==> src/design/akf_pkg.sv <==
// Shared constants, types and helpers for the adaptive Kalman filter.
// Used by akf_ring, akf_root and adaptive_kalman_filter; no dependencies.
`timescale 1ns / 1ps

package akf_pkg;

  // Ring of recent samples.
  localparam int WINDOW_SLOTS = 32;
  localparam int POS_W        = $clog2(WINDOW_SLOTS);
  localparam int SLOTS_W      = $clog2(WINDOW_SLOTS + 1);

  // Field and datapath widths.
  localparam int SMP_W   = 16;
  localparam int OUT_W   = 32;
  localparam int WIN_W   = 5;
  localparam int Q_W     = 32;
  localparam int CFG_W   = 32;
  localparam int CIDX_W  = 2;
  localparam int X_W     = 40;
  localparam int P_W     = 64;
  localparam int K_W     = 17;
  localparam int SUM_W   = 22;
  localparam int SQ_W    = 38;
  localparam int PROD_W  = 44;
  localparam int NABS_W  = 44;
  localparam int ROOT_W  = NABS_W / 2 + 32;
  localparam int DEN_W   = 48;

  // Register indexes.
  localparam logic [CIDX_W-1:0] REG_PROCESS_NOISE = CIDX_W'(0);
  localparam logic [CIDX_W-1:0] REG_WINDOW        = CIDX_W'(1);

  // Main sequencer states.
  typedef enum logic [2:0] {
    ST_IDLE,
    ST_PRED,
    ST_NORM,
    ST_DIV,
    ST_MUL,
    ST_CORR,
    ST_DONE
  } akf_state_t;

  // Ring update states.
  typedef enum logic [1:0] {
    RG_IDLE,
    RG_WRITE,
    RG_READ,
    RG_SUB
  } ring_state_t;

  // Status from the ring: pulse with the updated running sums.
  typedef struct packed {
    logic                    done;
    logic signed [SUM_W-1:0] sum;
    logic signed [SQ_W-1:0]  sq;
  } ring_stat_t;

  // Status from the root unit: pulse with the new noise value.
  typedef struct packed {
    logic              done;
    logic [ROOT_W-1:0] value;
  } root_stat_t;

  // Number of ring slots in use for a window setting.
  function automatic logic [SLOTS_W-1:0] slot_count(input logic [WIN_W-1:0] w);
    int n;
    n = int'(w) + 1;
    if (n > WINDOW_SLOTS) begin
      n = WINDOW_SLOTS;
    end
    return SLOTS_W'(n);
  endfunction

  // Divisor of the variance: slots less one, never below one.
  function automatic logic [WIN_W-1:0] noise_div(input logic [WIN_W-1:0] w);
    int n;
    n = int'(slot_count(w));
    if (n > 1) begin
      return WIN_W'(n - 1);
    end
    return WIN_W'(1);
  endfunction

endpackage

==> src/design/akf_ring.sv <==
// Sample ring with valid bits and running sum and square sum.
// Depends on akf_pkg.
`timescale 1ns / 1ps

module akf_ring (
  input  logic                                clk,
  input  logic                                rst_n,
  input  logic                                start,
  input  logic signed [akf_pkg::SMP_W-1:0]    sample,
  input  logic [akf_pkg::WIN_W-1:0]           window,
  output akf_pkg::ring_stat_t                 stat
);

  akf_pkg::ring_state_t state_r, state_nxt;

  logic signed [akf_pkg::SMP_W-1:0] ring_mem [akf_pkg::WINDOW_SLOTS];
  logic [akf_pkg::WINDOW_SLOTS-1:0] valid_r;
  logic [akf_pkg::POS_W-1:0]        pos_r;
  logic signed [akf_pkg::SUM_W-1:0] sum_r;
  logic signed [akf_pkg::SQ_W-1:0]  sq_r;
  logic signed [akf_pkg::SMP_W-1:0] rd_r;
  logic                             rv_r;
  logic                             done_r;

  logic                             wr_en, rd_en, sub_en;
  logic [akf_pkg::SLOTS_W-1:0]      pos_inc;
  logic [akf_pkg::SLOTS_W-1:0]      slots;
  logic signed [akf_pkg::SMP_W-1:0] old_v;
  logic [2*akf_pkg::SMP_W-1:0]      new_sq, old_sq;

  // Next state.
  always_comb begin
    state_nxt = state_r;
    case (state_r)
      akf_pkg::RG_IDLE:  if (start) state_nxt = akf_pkg::RG_WRITE;
      akf_pkg::RG_WRITE: state_nxt = akf_pkg::RG_READ;
      akf_pkg::RG_READ:  state_nxt = akf_pkg::RG_SUB;
      akf_pkg::RG_SUB:   state_nxt = akf_pkg::RG_IDLE;
      default:           state_nxt = akf_pkg::RG_IDLE;
    endcase
  end

  // Strobes per state.
  always_comb begin
    wr_en  = 1'b0;
    rd_en  = 1'b0;
    sub_en = 1'b0;
    case (state_r)
      akf_pkg::RG_WRITE: wr_en  = 1'b1;
      akf_pkg::RG_READ:  rd_en  = 1'b1;
      akf_pkg::RG_SUB:   sub_en = 1'b1;
      default: ;
    endcase
  end

  // Position advance, wrapping at the slot count.
  assign slots   = akf_pkg::slot_count(window);
  assign pos_inc = akf_pkg::SLOTS_W'(pos_r) + akf_pkg::SLOTS_W'(1);
  assign old_v   = rv_r ? rd_r : '0;
  assign new_sq  = $unsigned((2*akf_pkg::SMP_W)'(sample) * (2*akf_pkg::SMP_W)'(sample));
  assign old_sq  = $unsigned((2*akf_pkg::SMP_W)'(old_v) * (2*akf_pkg::SMP_W)'(old_v));

  // Storage: written at the current slot, then the next slot is read.
  always_ff @(posedge clk) begin
    if (wr_en) begin
      ring_mem[pos_r] <= sample;
    end
    if (rd_en) begin
      rd_r <= ring_mem[pos_r];
      rv_r <= valid_r[pos_r];
    end
  end

  // Control, position and sums.
  always_ff @(posedge clk) begin
    if (!rst_n) begin
      state_r <= akf_pkg::RG_IDLE;
      valid_r <= '0;
      pos_r   <= '0;
      sum_r   <= '0;
      sq_r    <= '0;
      done_r  <= 1'b0;
    end else begin
      state_r <= state_nxt;
      done_r  <= sub_en;
      if (wr_en) begin
        valid_r[pos_r] <= 1'b1;
        sum_r <= sum_r + akf_pkg::SUM_W'(sample);
        sq_r  <= sq_r + $signed(akf_pkg::SQ_W'(new_sq));
        if (pos_inc >= slots) begin
          pos_r <= '0;
        end else begin
          pos_r <= pos_inc[akf_pkg::POS_W-1:0];
        end
      end
      if (sub_en) begin
        sum_r <= sum_r - akf_pkg::SUM_W'(old_v);
        sq_r  <= sq_r - $signed(akf_pkg::SQ_W'(old_sq));
      end
    end
  end

  assign stat.done = done_r;
  assign stat.sum  = sum_r;
  assign stat.sq   = sq_r;

endmodule

==> config.mk <==
export PLATFORM = sky130hd
export DESIGN_NAME = akf_ring
export DESIGN_NICKNAME = d
export VERILOG_FILES = /design/src/design/akf_pkg.sv /design/src/design/akf_ring.sv
export SDC_FILE = /design/constraint.sdc
export NUM_CORES = 2
export LEC_CHECK = 0
export ABC_AREA = 1
export BUFFER_PORTS_ARGS = -buffer_cell sky130_fd_sc_hd__buf_2
export CORE_AREA = 2 2 313 315
export DETAILED_ROUTE_END_ITERATION = 10
export DIE_AREA = 0 0 315 317
export PLACE_DENSITY = 0.71
export SLEW_MARGIN = 20
export SYNTH_ARGS = -nofsm -noshare
export SYNTH_HDL_FRONTEND = slang
export SYNTH_SLANG_ARGS = --single-unit
==> constraint.sdc <==
create_clock -name clk -period 8.1 [get_ports clk]
set_input_delay 0.405 -clock clk [delete_from_list [all_inputs] [get_ports clk]]
set_output_delay 0.405 -clock clk [all_outputs]
set_load 0.02 [all_outputs]
==> flow_summary.yaml <==
job:
  cap_violations: 0
setup_path:
  crit_family: "adder cells"
  slowest_delay_ps: 560
  critPathLaunch: "rv_r$_DFFE_PP_"
  cp.arrival_ps: 8290
  startpoint_type: "flop"
  endpoint_kind: "flop"
  path_class: "reg2reg"
  r2r-start: "rv_r$_DFFE_PP_"
  path_max_fanout: 7
  critPathSlowestCell: "fa_2"
  cp.required_ps: 8660
  crit_path_frequent_cell: "nand2_1"
  worst-path-buf-inv: 9
layout:
  multi_input_area_um2: 25900
  fin_nets: 6266
  area_growth_pct: 14.9
  seq_area_um2: 17900
  drive_above_1_share_pct: 13.0
  fillCellCount: 8291
  final_area_um2: 54900
worst_hold_path:
  min_path_type: "in2reg"
  worstHoldStart: "start"
die:
  die_w_um: 315
  start_util_pct: 49.6
  row_count: 114
  dieArea_um2: 99900
  design.core.area_um2: 96300
  ioPinCount: 85
  die_y_um: 317
timing:
  hold_ws_ps: 206
  tightest_slew_ps: 1020
  finClkSkew_ps: 29.7
  max-slew-margin-rel_pct: 31.7
  hold_violations: 0
  min_period_ps: 7730
  finalCritPeriodShare_pct: 95.4
  rsz0062_at_grt: "true"
  setup_viol: 0
  max_freq_ghz: 0.129
  slew_viol_final: 0
  worst_slack_ps: 371
grt:
  grt_pass1_vias: 37351
  grt_max_degree: 158
  grt_pass1_wl_um: 210000
  antenna_found_initial: 8
  track_usage_pct: 27.4
  grt_overflow: 0
yosys:
  syn_area_per_cell_um2: 9.24
  synth_edf_count: 529
  synth.distinct_cells: 56
  synth-main-ff-cell: "edfxtp_1"
  synth_nets: 5924
  syn-cell-area_um2: 47800
  async_flop_share_pct: 0
  synth_seq_cells: 629
  yosysWarnings: 0
  yosysSeqAreaShare_pct: 37.4
  synthCells: 5170
cts:
  ctsLongestPathBuffers: 3
  cts_made_buffers: 68
  ctsHoldBuffers: 0
  path_clk_slew_ps: 60
  htree_levels: 3
  clock-root-buffer: "clkbuf_16"
  clkSinkCount: 629
  cts_tree: "built"
  insertion_delay_ps: 630
route:
  vias: 37330
  drt-wirelength-per-cell_um: 19.8
  ant_nets: 0
  drc_errors: 0
  first_pass_iters: 6
  drt-total-wl_um: 136000
  viasPerCell: 5.45
  drt_iter0_drc: 3706
placement:
  place_area_um2: 51800
  io_buffers: 84
  dp_slack_ps: -137
  gp_congestion: 0.955
  dp_hpwl_um: 101000
outcome:
  status: "completed"
==> cell families (layout without fill, tap and decap cells) <==
group	after synthesis	count (layout)	synth area share, %
simple gates	1627	1627	13.9
fa+ha+maj	730	730	26.6
compound gates	905	905	10.9
buf+inv	1186	1584	9.36
xor+xnor	93	93	1.76
other cells	0	1	0
flops	629	629	37.4
==> state kept, by name, summed over array words and instances, names as in the netlist <==
| name | flops |
|---|---|
| sq_r | 38 |
| ring_mem | 512 |
| rd_r | 16 |
| rv_r | 1 |
| pos_r | 5 |
| sum_r | 22 |
| valid_r | 32 |
| state_r | 2 |
| done_r | 1 |
==> synth_stat cells, types with 57 or more instances <==
cell type    n  area share, %
o21ai_0    409            4.3
o22ai_1    130            1.7
a21oi_1    174            1.8
nand2_1    678            5.3
inv_1      993            7.8
edfxtp_1   529             33
nand3_1     98            1.0
nor2_1     719            5.7
clkbuf_1   152            1.2
dfxtp_1    100            4.2
ha_1       253            6.6
xor2_1      57            1.0
fa_1       477             20
==> tightest hold or removal path, cell delays in order <==
cell	delay, ps
buf_2	140
nor2_1	100
a21oi_1	150
==> metal layers <==
layer | GRT usage [%] | vias up | part of all wire (%)
met5 | 0 | - | 0.065
li1 | - | 17410 | -
met2 | 43.0 | 1444 | 46
met3 | 5.52 | 232 | 8.9
met4 | 9.73 | 14 | 3.3
met1 | 37.9 | 18230 | 42
==> timing repair <==
item	in CTS	in global routing
setup buffers	0	20
resized for setup	0	143
endpoints found under the setup margin	0	21
hold endpoints to repair	0	0
==> final timing paths <==
check / endpoint / slack (ps) / cells after the start
worst min-delay path: state_r[1]$_SDFFE_PN0P_ / 210 / 3
worst max register to register: sq_r[37]$_SDFFE_PN0P_ / 370 / 39
worst max-delay path: sq_r[37]$_SDFFE_PN0P_ / 370 / 39
worst min register to register: valid_r[5]$_SDFFE_PN0P_ / 460 / 1
==> per-stage QoR <==
step	cells	TNS, ps	utilization (%)
after global placement	6698	-188	53.8
after detailed placement	6698	-389	53.8
after floorplan	5170	0	-
after global routing	6845	-242	57.0
after CTS	6824	0	56.3
final	6845	0	57.0
==> layout make-up <==
class | count | share of cell area, %
clock inverters | 37 | 0.987
inverters | 1010 | 6.96
clock buffers | 89 | 3.36
flip-flops and latches | 629 | 32.6
repair buffers | 448 | 5.99
multi-input cells | 3355 | 47.2
diodes | 1 | 0.00456
well taps | 1276 | 2.91
==> placed cells by master, fill, tap and decap left out, drive strengths merged, types with 3 or more instances in the layout <==
cell type,instances
fa,477
o21bai,14
inv,1000
o211ai,20
bufinv,10
a32oi,4
xor2,59
o21a,20
o21ai,415
a21o,14
nand3,103
a22o,32
nand3b,9
xnor2,34
a21oi,178
a22oi,4
o22ai,130
a211oi,4
a31o,3
or2,8
ha,253
dfxtp,100
clkbuf,96
nor3,40
clkinv,30
nand4,34
nor2,732
o221ai,4
buf,441
edfxtp,529
clkinvlp,7
a221oi,32
a31oi,26
nor4,12
nand2,685
Power is not shown: default switching activity piles up to over one toggle a cycle in this logic, so the estimate is an artifact.
