`config.mk`:
```
export PLATFORM = sky130hd
export DESIGN_NAME = akf_root
export DESIGN_NICKNAME = d
export VERILOG_FILES = /design/src/design/akf_pkg.sv /design/src/design/akf_root.sv
export SDC_FILE = /design/constraint.sdc
export NUM_CORES = 1
export LEC_CHECK = 0
export BUFFER_PORTS_ARGS = -buffer_cell sky130_fd_sc_hd__buf_2
export CORE_MARGIN = 5
export CORE_UTILIZATION = 38
export DETAILED_ROUTE_END_ITERATION = 10
export HOLD_SLACK_MARGIN = 0.06
export PLACE_DENSITY = 0.65
export SLEW_MARGIN = 40
export SYNTH_ARGS = -nofsm -noshare
export SYNTH_HDL_FRONTEND = slang
export SYNTH_SLANG_ARGS = --single-unit
```
`constraint.sdc`:
```
create_clock -name clk -period 5.8 [get_ports clk]
set_clock_uncertainty 0.2 [all_clocks]
set_input_delay 0.58 -clock clk [delete_from_list [all_inputs] [get_ports clk]]
set_output_delay 0.58 -clock clk [all_outputs]
set_load 0.01 [all_outputs]
```
`src/design/akf_pkg.sv`:
```
// Shared constants, types and helpers for the adaptive Kalman filter.
// Used by akf_ring, akf_root and adaptive_kalman_filter; no dependencies.
`timescale 1ns / 1ps

package akf_pkg;

  // Ring of recent samples.
  localparam int WINDOW_SLOTS = 32;
  localparam int POS_W        = $clog2(WINDOW_SLOTS);
  localparam int SLOTS_W      = $clog2(WINDOW_SLOTS + 1);

  // Field and datapath widths.
  localparam int SMP_W   = 16;
  localparam int OUT_W   = 32;
  localparam int WIN_W   = 5;
  localparam int Q_W     = 32;
  localparam int CFG_W   = 32;
  localparam int CIDX_W  = 2;
  localparam int X_W     = 40;
  localparam int P_W     = 64;
  localparam int K_W     = 17;
  localparam int SUM_W   = 22;
  localparam int SQ_W    = 38;
  localparam int PROD_W  = 44;
  localparam int NABS_W  = 44;
  localparam int ROOT_W  = NABS_W / 2 + 32;
  localparam int DEN_W   = 48;

  // Register indexes.
  localparam logic [CIDX_W-1:0] REG_PROCESS_NOISE = CIDX_W'(0);
  localparam logic [CIDX_W-1:0] REG_WINDOW        = CIDX_W'(1);

  // Main sequencer states.
  typedef enum logic [2:0] {
    ST_IDLE,
    ST_PRED,
    ST_NORM,
    ST_DIV,
    ST_MUL,
    ST_CORR,
    ST_DONE
  } akf_state_t;

  // Ring update states.
  typedef enum logic [1:0] {
    RG_IDLE,
    RG_WRITE,
    RG_READ,
    RG_SUB
  } ring_state_t;

  // Status from the ring: pulse with the updated running sums.
  typedef struct packed {
    logic                    done;
    logic signed [SUM_W-1:0] sum;
    logic signed [SQ_W-1:0]  sq;
  } ring_stat_t;

  // Status from the root unit: pulse with the new noise value.
  typedef struct packed {
    logic              done;
    logic [ROOT_W-1:0] value;
  } root_stat_t;

  // Number of ring slots in use for a window setting.
  function automatic logic [SLOTS_W-1:0] slot_count(input logic [WIN_W-1:0] w);
    int n;
    n = int'(w) + 1;
    if (n > WINDOW_SLOTS) begin
      n = WINDOW_SLOTS;
    end
    return SLOTS_W'(n);
  endfunction

  // Divisor of the variance: slots less one, never below one.
  function automatic logic [WIN_W-1:0] noise_div(input logic [WIN_W-1:0] w);
    int n;
    n = int'(slot_count(w));
    if (n > 1) begin
      return WIN_W'(n - 1);
    end
    return WIN_W'(1);
  endfunction

endpackage

```
`src/design/akf_root.sv`:
```
// Bit-serial square root of n * 2^64 with the root divided by a small
// divisor as its bits appear. Depends on akf_pkg.
`timescale 1ns / 1ps

module akf_root (
  input  logic                          clk,
  input  logic                          rst_n,
  input  logic                          start,
  input  logic [akf_pkg::NABS_W-1:0]    nabs,
  input  logic [akf_pkg::WIN_W-1:0]     divisor,
  output akf_pkg::root_stat_t           stat
);

  localparam int REM_W = akf_pkg::ROOT_W + 4;
  localparam int CNT_W = $clog2(akf_pkg::ROOT_W);
  localparam logic [CNT_W-1:0] CNT_LAST = CNT_W'(akf_pkg::ROOT_W - 1);

  logic                           busy_r, done_r;
  logic [CNT_W-1:0]               cnt_r;
  logic [akf_pkg::NABS_W-1:0]     nsh_r;
  logic [REM_W-1:0]               rem_r;
  logic [akf_pkg::ROOT_W-1:0]     root_r;
  logic [akf_pkg::WIN_W-1:0]      d_r;
  logic [akf_pkg::WIN_W-1:0]      drem_r;
  logic [akf_pkg::ROOT_W-1:0]     quot_r;

  logic [REM_W-1:0]               rem_sh, trial;
  logic                           ge;
  logic [akf_pkg::WIN_W:0]        dsh;
  logic                           qbit;

  // One root bit per cycle; two radicand bits shift in each step.
  assign rem_sh = {rem_r[REM_W-3:0], nsh_r[akf_pkg::NABS_W-1 -: 2]};
  assign trial  = REM_W'({root_r, 2'b01});
  assign ge     = rem_sh >= trial;

  // The new root bit enters the long division by the divisor.
  assign dsh  = {drem_r, ge};
  assign qbit = dsh >= {1'b0, d_r};

  always_ff @(posedge clk) begin
    if (start) begin
      nsh_r  <= nabs;
      rem_r  <= '0;
      root_r <= '0;
      d_r    <= divisor;
      drem_r <= '0;
      quot_r <= '0;
    end else if (busy_r) begin
      nsh_r  <= {nsh_r[akf_pkg::NABS_W-3:0], 2'b00};
      rem_r  <= ge ? rem_sh - trial : rem_sh;
      root_r <= {root_r[akf_pkg::ROOT_W-2:0], ge};
      drem_r <= qbit ? akf_pkg::WIN_W'(dsh - {1'b0, d_r})
                     : dsh[akf_pkg::WIN_W-1:0];
      quot_r <= {quot_r[akf_pkg::ROOT_W-2:0], qbit};
    end
  end

  // Step counter and completion pulse.
  always_ff @(posedge clk) begin
    if (!rst_n) begin
      busy_r <= 1'b0;
      done_r <= 1'b0;
      cnt_r  <= '0;
    end else begin
      done_r <= 1'b0;
      if (start) begin
        busy_r <= 1'b1;
        cnt_r  <= '0;
      end else if (busy_r) begin
        cnt_r <= cnt_r + CNT_W'(1);
        if (cnt_r == CNT_LAST) begin
          busy_r <= 1'b0;
          done_r <= 1'b1;
        end
      end
    end
  end

  assign stat.done  = done_r;
  assign stat.value = quot_r;

endmodule

```
==> results of run 1 <==
worst min path at each step:
stage                          from         to  slack, ps  depth (start not counted)
after CTS                   nabs[1]   nsh_r[1]        110                          2
after floorplan           drem_r[4]  drem_r[4]        240                          1
after global routing        nabs[1]   nsh_r[1]        140                          2
after global placement    drem_r[4]  drem_r[4]        260                          1
final                       nabs[1]   nsh_r[1]        140                          2
after detailed placement  rem_r[53]  rem_r[53]        270                          2
cells in the final DEF, fill, tap and decap left out, types with 9 or more instances in the layout:
master	synthesis	layout
a311oi_1	36	36
nor3_1	22	22
a211oi_1	15	15
and3_1	9	9
ha_1	63	63
nand4_1	19	19
xnor2_1	31	31
nand2_1	133	133
nand3_1	12	12
clkbuf_16	0	27
dfxtp_1	177	176
buf_2	5	105
edfxtp_1	49	49
mux2i_1	109	109
o21ai_0	33	33
o21ai_1	12	12
a21oi_1	79	79
a21o_1	37	37
inv_1	78	77
o211ai_1	13	13
a31oi_1	10	10
nor2b_1	9	9
nor2_1	198	198
xor2_1	27	27
mux2_2	42	42
metal layers:
metal	GRT usage [%]	vias to the layer above	part of all wire [%]
met5	0	-	0
met4	2.977	0	1.7
met3	3.706	40	6.4
met2	23.73	185	44
met1	19.63	4495	47
li1	-	4923	-
synthesized netlist by cell type (4+ instances only):
library cell  number
nor2_1           198
dfxtp_1          177
nand2_1          133
mux2i_1          109
a21oi_1           79
inv_1             78
ha_1              63
clkbuf_1          62
edfxtp_1          49
mux2_2            42
a21o_1            37
a311oi_1          36
o21ai_0           33
xnor2_1           31
xor2_1            27
nor3_1            22
nand4_1           19
a211oi_1          15
o211ai_1          13
nand3_1           12
o21ai_1           12
a31oi_1           10
and3_1             9
nor2b_1            9
buf_4              8
buf_1              7
buf_2              5
o21a_1             5
o21bai_1           5
or3_1              5
nand2b_1           4
worst register-to-register path: stages, from the launching register on:
cell	delay, ps
dfxtp_1	370
inv_1	60
ha_1	350
a21oi_1	260
o21ai_0	160
a21o_1	200
or3_1	370
a32oi_1	240
a21oi_1	180
a31o_2	280
inv_2	70
ha_1	130
inv_1	60
fa_1	400
a21o_1	170
a21o_1	180
nand2_1	80
nand2_1	190
nor2_1	160
a211oi_1	60
a21oi_1	150
nor2_1	50
stage by stage:
step	instances	setup slack (ps)	total power [uW]	utilization (%)
after floorplan	1365	1527	4405	-
after global placement	1798	1373	4953	41.08
after detailed placement	1799	1285	4967	41.14
after CTS	1853	1275	6585	43.93
after global routing	1854	853.4	7018	44.00
final	1854	1291	6527	44.00
kinds of logic after synthesis:
| family | count (synthesis) |
|---|---|
| buffers and inverters | 162 |
| AO/OA/AOI/OAI | 278 |
| flip-flops | 226 |
| adder cells (fa/ha/maj) | 64 |
| AND/OR/NAND/NOR | 426 |
| multiplexers | 151 |
| XOR/XNOR | 58 |
state kept, by name, summed over array words and instances (netlist names):
register / flops
busy_r: 1
done_r: 1
drem_r: 5
rem_r: 56
d_r: 5
quot_r: 54
cnt_r: 6
nsh_r: 44
root_r: 54
power by group:
| part | total [uW] | internal (uW) | switching, uW |
|---|---|---|---|
| Combinational | 3070 | 1200 | 1870 |
| Clock | 1580 | 908 | 673 |
| Sequential | 1880 | 1770 | 112 |
final cells by class:
cell class	count	area, sq um
fill	3131	17760
timing repair buffer	122	696.9
sequential	226	5019
inverter	79	296.5
tap	402	503.0
clock inverter	18	128.9
multi-input combinational	977	6614
clock buffer	30	696.9
timing repair:
item                       in CTS  in global routing
hold endpoints to repair        6                  0
gates resized for setup         0                  0
buffers inserted                0                  0
setup endpoints to repair       0                  0
hold buffers                    6                  0
==> results.cfg, run 1 <==
[run_status]
run_status = completed

[layout]
area_growth_pct = 13.63
postLayoutCellArea_sq_mm = 0.01395
final_nets = 1548
diodes = 0
drive_above_1_share_pct = 15.01

[sta]
rsz0062_at_grt = no
fin_setup_tns_ps = 0
fin_hold_ws_ps = 137.9
finalSetupViolations = 0
slew_violations = 0
min_period_ps = 4509
relSlewSlack_pct = 44.22
fin_crit_sh_pct = 77.75
fmax_ghz = 0.2218
worstMarginPinSlew_ps = 836.6
hold_viol_final = 0

[power]
power_density_mw_per_mm2 = 467.8
vdd_ir_drop_max_mv = 0.4195
power.leakage_uw = 0.005827

[setup_path]
cp_data_arrival_time_ps = 4700
startpoint = root_r[5]
path_buf_inv = 3
r2r_end = drem_r[2]
cp.required_ps = 5990
crit_path_start_kind = flop
cp_top_family = compound AO/OA/AOI/OAI gates
reg2reg_depth = 21
r2r_slack_ps = 1290
cpMaxStageDelayCell = fa_1
cp.depth = 21
crit_path_end_kind = flop
r2r-start = root_r[5]
crit_type = reg -> reg
cp_max_fo = 8
cp-endpoint = drem_r[2]
cp_slowest_stage_delay_ps = 400
crit_chain = inv_1 -> ha_1 -> a21oi_1 -> o21ai_0 -> a21o_1 -> or3_1 -> a32oi_1 -> a21oi_1 -> a31o_2 -> inv_2 -> ha_1 -> inv_1 -> fa_1 -> a21o_1 -> a21o_1 -> nand2_1 -> nand2_1 -> nor2_1 -> a211oi_1 -> a21oi_1 -> nor2_1

[synth]
synthArstFlopShare_pct = 0
yosys_most_used_dff = dfxtp_1
yosys.area_share.simple_pct = 14.82
yosys-mux-area-fraction_pct = 12.74
synth_cell_types = 67
ys_ff_latch = 226
syn_inst = 1365
synth.top_cell.area_share_pct = 28.85
synth-compound-area-share_pct = 15.58
synthesis.nets = 1481
yosys_warnings = 0
yosys.area.top_type = dfxtp_1
synth_fa_ha_area_share_pct = 6.582
synth_xor_area_share_pct = 4.137
synth_edf_count = 49
syn_area_sq_mm = 0.01228
synth_seq_area_share_pct = 40.84
synth_top_family_by_area = compound AO/OA/AOI/OAI gates
synth_area_per_cell_sq_um = 8.997
synthTopCellsByArea = dfxtp_1, edfxtp_1, mux2i_1

[floorplanning]
start_util_pct = 38.72
pin_count = 107
die_height_um = 189.8
fp.dieW_um = 189.8
die_area_sq_mm = 0.03601
coreArea_sq_mm = 0.03172
rows = 65

[job]
max_cap_viol_count = 0

[route]
ant_nets = 0
wl_um = 27090
wl_per_cell_um = 14.61
vias_per_cell = 5.201
drtIter0Drc = 486
vias = 9643
drc = 0
first_pass_iters = 4

[clock_tree]
clk_path_buf_depth = 3
cts.clk_slew.worst_paths_ps = 60
htree_levels = 1
cts_sinks = 226
root_buffer = clkbuf_16
clock_latency_ps = 530
numCtsBuffers = 26
cts_tree = built

[min_path]
hold_class = in -> reg

[placed_design]
portBuffers = 106
dp_hpwl_um = 18560
gp_congestion = 0.8390
placed_area_sq_mm = 0.01305

[global_route]
grt_start_max_net_pins = 101
grtUsageTotal_pct = 14.53
grt_overflow_total = 0
grt_first_pass_wirelength_um = 45690
grt_pass1_vias = 9474
antenna_found_initial = 0
No activity file was read; power rests on OpenSTA's default activity.
==> run 2, diff against run 1 <==
--- a/config.mk
+++ b/config.mk
@@ -5,12 +5,13 @@
 export SDC_FILE = /design/constraint.sdc
 export NUM_CORES = 1
 export LEC_CHECK = 0
+export ABC_AREA = 1
 export BUFFER_PORTS_ARGS = -buffer_cell sky130_fd_sc_hd__buf_2
 export CORE_MARGIN = 5
 export CORE_UTILIZATION = 38
 export DETAILED_ROUTE_END_ITERATION = 10
 export HOLD_SLACK_MARGIN = 0.06
-export PLACE_DENSITY = 0.65
+export PLACE_DENSITY = 0.67
 export SLEW_MARGIN = 40
 export SYNTH_ARGS = -nofsm -noshare
 export SYNTH_HDL_FRONTEND = slang
==> constraint.sdc (replaced) <==
create_clock -name clk -period 4.08 [get_ports clk]
set_clock_uncertainty 0.2 [all_clocks]
set_input_delay 0.408 -clock clk [delete_from_list [all_inputs] [get_ports clk]]
set_output_delay 0.408 -clock clk [all_outputs]
set_load 0.01 [all_outputs]
==> results.cfg, run 2 <==
[setup_path]
cp_max_fo = 8
cp.required_ps = 4290
cp_common_cell = nand2_1
crit_path_start_kind = flop
crit_path_end_kind = flop
crit_type = reg -> reg
crit_chain = inv_1 -> ha_1 -> nand2_1 -> nor4_1 -> nand3_2 -> nand3_4 -> inv_1 -> ha_1 -> inv_1 -> fa_1 -> nand3_1 -> nand2_1 -> nand2_1 -> nand2_1 -> inv_1 -> nand2_1 -> nor2_1 -> a21oi_1 -> a21oi_1
cpMaxStageDelayCell = nor4_1
cp_slowest_stage_delay_ps = 730
reg2reg_depth = 19
cp_data_arrival_time_ps = 3870

[power]
power_frac_comb_pct = 59.5
vdd_ir_drop_max_mv = 0.4419
total_power_uw = 11820
p_seq_share_pct = 22.2
power_density_mw_per_mm2 = 729.1
intPower_uw = 5892
p_sw_uw = 5923
clkPwrFrac_pct = 18.3
power.leakage_uw = 0.008600
sw_frac_of_total_pct = 50.13

[synth]
synth_cell_types = 45
yosys.area.top_type = dfxtp_1
synthTopCellsByArea = dfxtp_1, nand2_1, inv_1
syn_inst = 2192
synthArstFlopShare_pct = 0
syn_area_sq_mm = 0.01398
ys_ff_latch = 226
yosys_most_used_dff = dfxtp_1
synthTopCellsByCount = nand2_1, inv_1, dfxtp_1, nand3_1, o22ai_1
synthesis.nets = 2308
synth_edf_count = 49
synth.top_cell.area_share_pct = 25.35
yosys_warnings = 0
synth.most_common_cell = nand2_1
synth_area_per_cell_sq_um = 6.377
synth_seq_area_share_pct = 35.88

[route]
vias_per_cell = 4.814
wl_um = 42620
first_pass_iters = 5
drtIter0Drc = 961
vias = 13520
ant_nets = 0
wl_per_cell_um = 15.17
drc = 0

[placed_design]
placed_area_sq_mm = 0.01491
dp_cells = 2715
gp_congestion = 0.9969
portBuffers = 106
dp_hpwl_um = 31160
dp_slack_ps = 480.2

[floorplanning]
pin_count = 107
start_util_pct = 38.37
die_height_um = 201.8
fp.dieW_um = 201.8
coreArea_sq_mm = 0.03643
rows = 70
die_area_sq_mm = 0.04072

[global_route]
grt_overflow_total = 0
grt_pass1_vias = 13380
antenna_found_initial = 0
grt_start_max_net_pins = 97
grt_first_pass_wirelength_um = 68990
grtUsageTotal_pct = 20.44

[layout]
final_nets = 2441
diodes = 0
regMostFlops = rem_r
nFillCells = 3806
register_area_sq_mm = 0.005015
layout.cells.most_common_list = nand2_1, inv_1, dfxtp_1
layout_commonest_cell = nand2_1
reg_top3 = rem_r x56, quot_r x54, root_r x54
area_growth_pct = 15.93
largest_reg_flops = 56
drive_above_1_share_pct = 8.586
instances_no_fill = 2809
multiInputGateArea_sq_mm = 0.006942
postLayoutCellArea_sq_mm = 0.01621

[job]
max_cap_viol_count = 0

[clock_tree]
clock_latency_ps = 540
htree_levels = 1
clk_path_buf_depth = 3
root_buffer = clkbuf_16
numCtsBuffers = 25
cts-hold-fix-buffers = 51
cts_tree = built
cts.clk_slew.worst_paths_ps = 60
cts_sinks = 226
cts_setup_buffers = 0
cts-resized-gates = 0

[sta]
slew_violations = 0
relSlewSlack_pct = 47.58
setup_ws_ps = 414.6
fmax_ghz = 0.2728
hold_viol_final = 0
min_period_ps = 3665
finalSetupViolations = 0
rsz0062_at_grt = no
fin_setup_tns_ps = 0
fin_crit_sh_pct = 89.84
worstMarginPinSlew_ps = 779.1

[run_status]
run_status = completed

[min_path]
hold_class = reg -> reg
holdPathStages = 2
-- run 2: logic make-up (layout without fill, tap and decap cells) --
group,Yosys count,after routing,share of synthesized area (%)
AND/OR/NAND/NOR,1191,1191,35.18
flip-flops,226,226,35.88
XOR/XNOR,27,27,1.692
adder cells (fa/ha/maj),64,64,5.782
buffers and inverters,523,672,14.57
AO/OA/AOI/OAI,161,161,6.901
-- run 2: final timing paths --
path              start          to  slack [ps]
min reg2reg  quot_r[53]  quot_r[53]         260
max          root_r[52]   drem_r[3]         410
min          quot_r[53]  quot_r[53]         260
max reg2reg  root_r[52]   drem_r[3]         410
-- run 2: final cells by class --
cell class | instances | area share, %
multi-input cells | 1443 | 42.84
repair buffers | 171 | 7.149
clock buffers | 37 | 4.633
inverters | 458 | 10.63
clock inverters | 6 | 0.1930
flip-flops and latches | 226 | 30.95
well taps | 468 | 3.613
-- run 2: power groups by stage --
stage | clock network [uW] | registers, uW | logic [uW]
6_report | 2160 | 2620 | 7030
5_1_grt | 2320 | 2650 | 7870
4_1_cts | 2220 | 2620 | 6960
3_5_place_dp | 0 | 2670 | 6900
3_3_place_gp | 0 | 2660 | 6890
2_1_floorplan | 0 | 2640 | 5060
-- run 2: metrics by stage --
| stage | hold slack, ps | utilization [%] |
|---|---|---|
| floorplan | 225.8 | - |
| global placement | 242.8 | 40.93 |
| detailed placement | 246.0 | 40.93 |
| CTS | 264.9 | 44.48 |
| global route | 287.3 | 44.48 |
| finish | 264.1 | 44.48 |
-- run 2: metal layers --
layer | global-route usage, % | routed length (um) | share of wire, %
met1 | 28.05 | 19760 | 46
met2 | 33.82 | 19020 | 45
met3 | 3.064 | 2791 | 6.5
met4 | 5.371 | 1052 | 2.5
met5 | 0 | 0 | 0
-- run 2: critical path, delay by kind of cell (launching register included) --
family	cells	cell delay, ps
and+or+nand+nor	10	1780
adders and majority gates	3	770
DFF	1	300
buffers and inverters	4	280
AOI/OAI and AO/OA	2	170
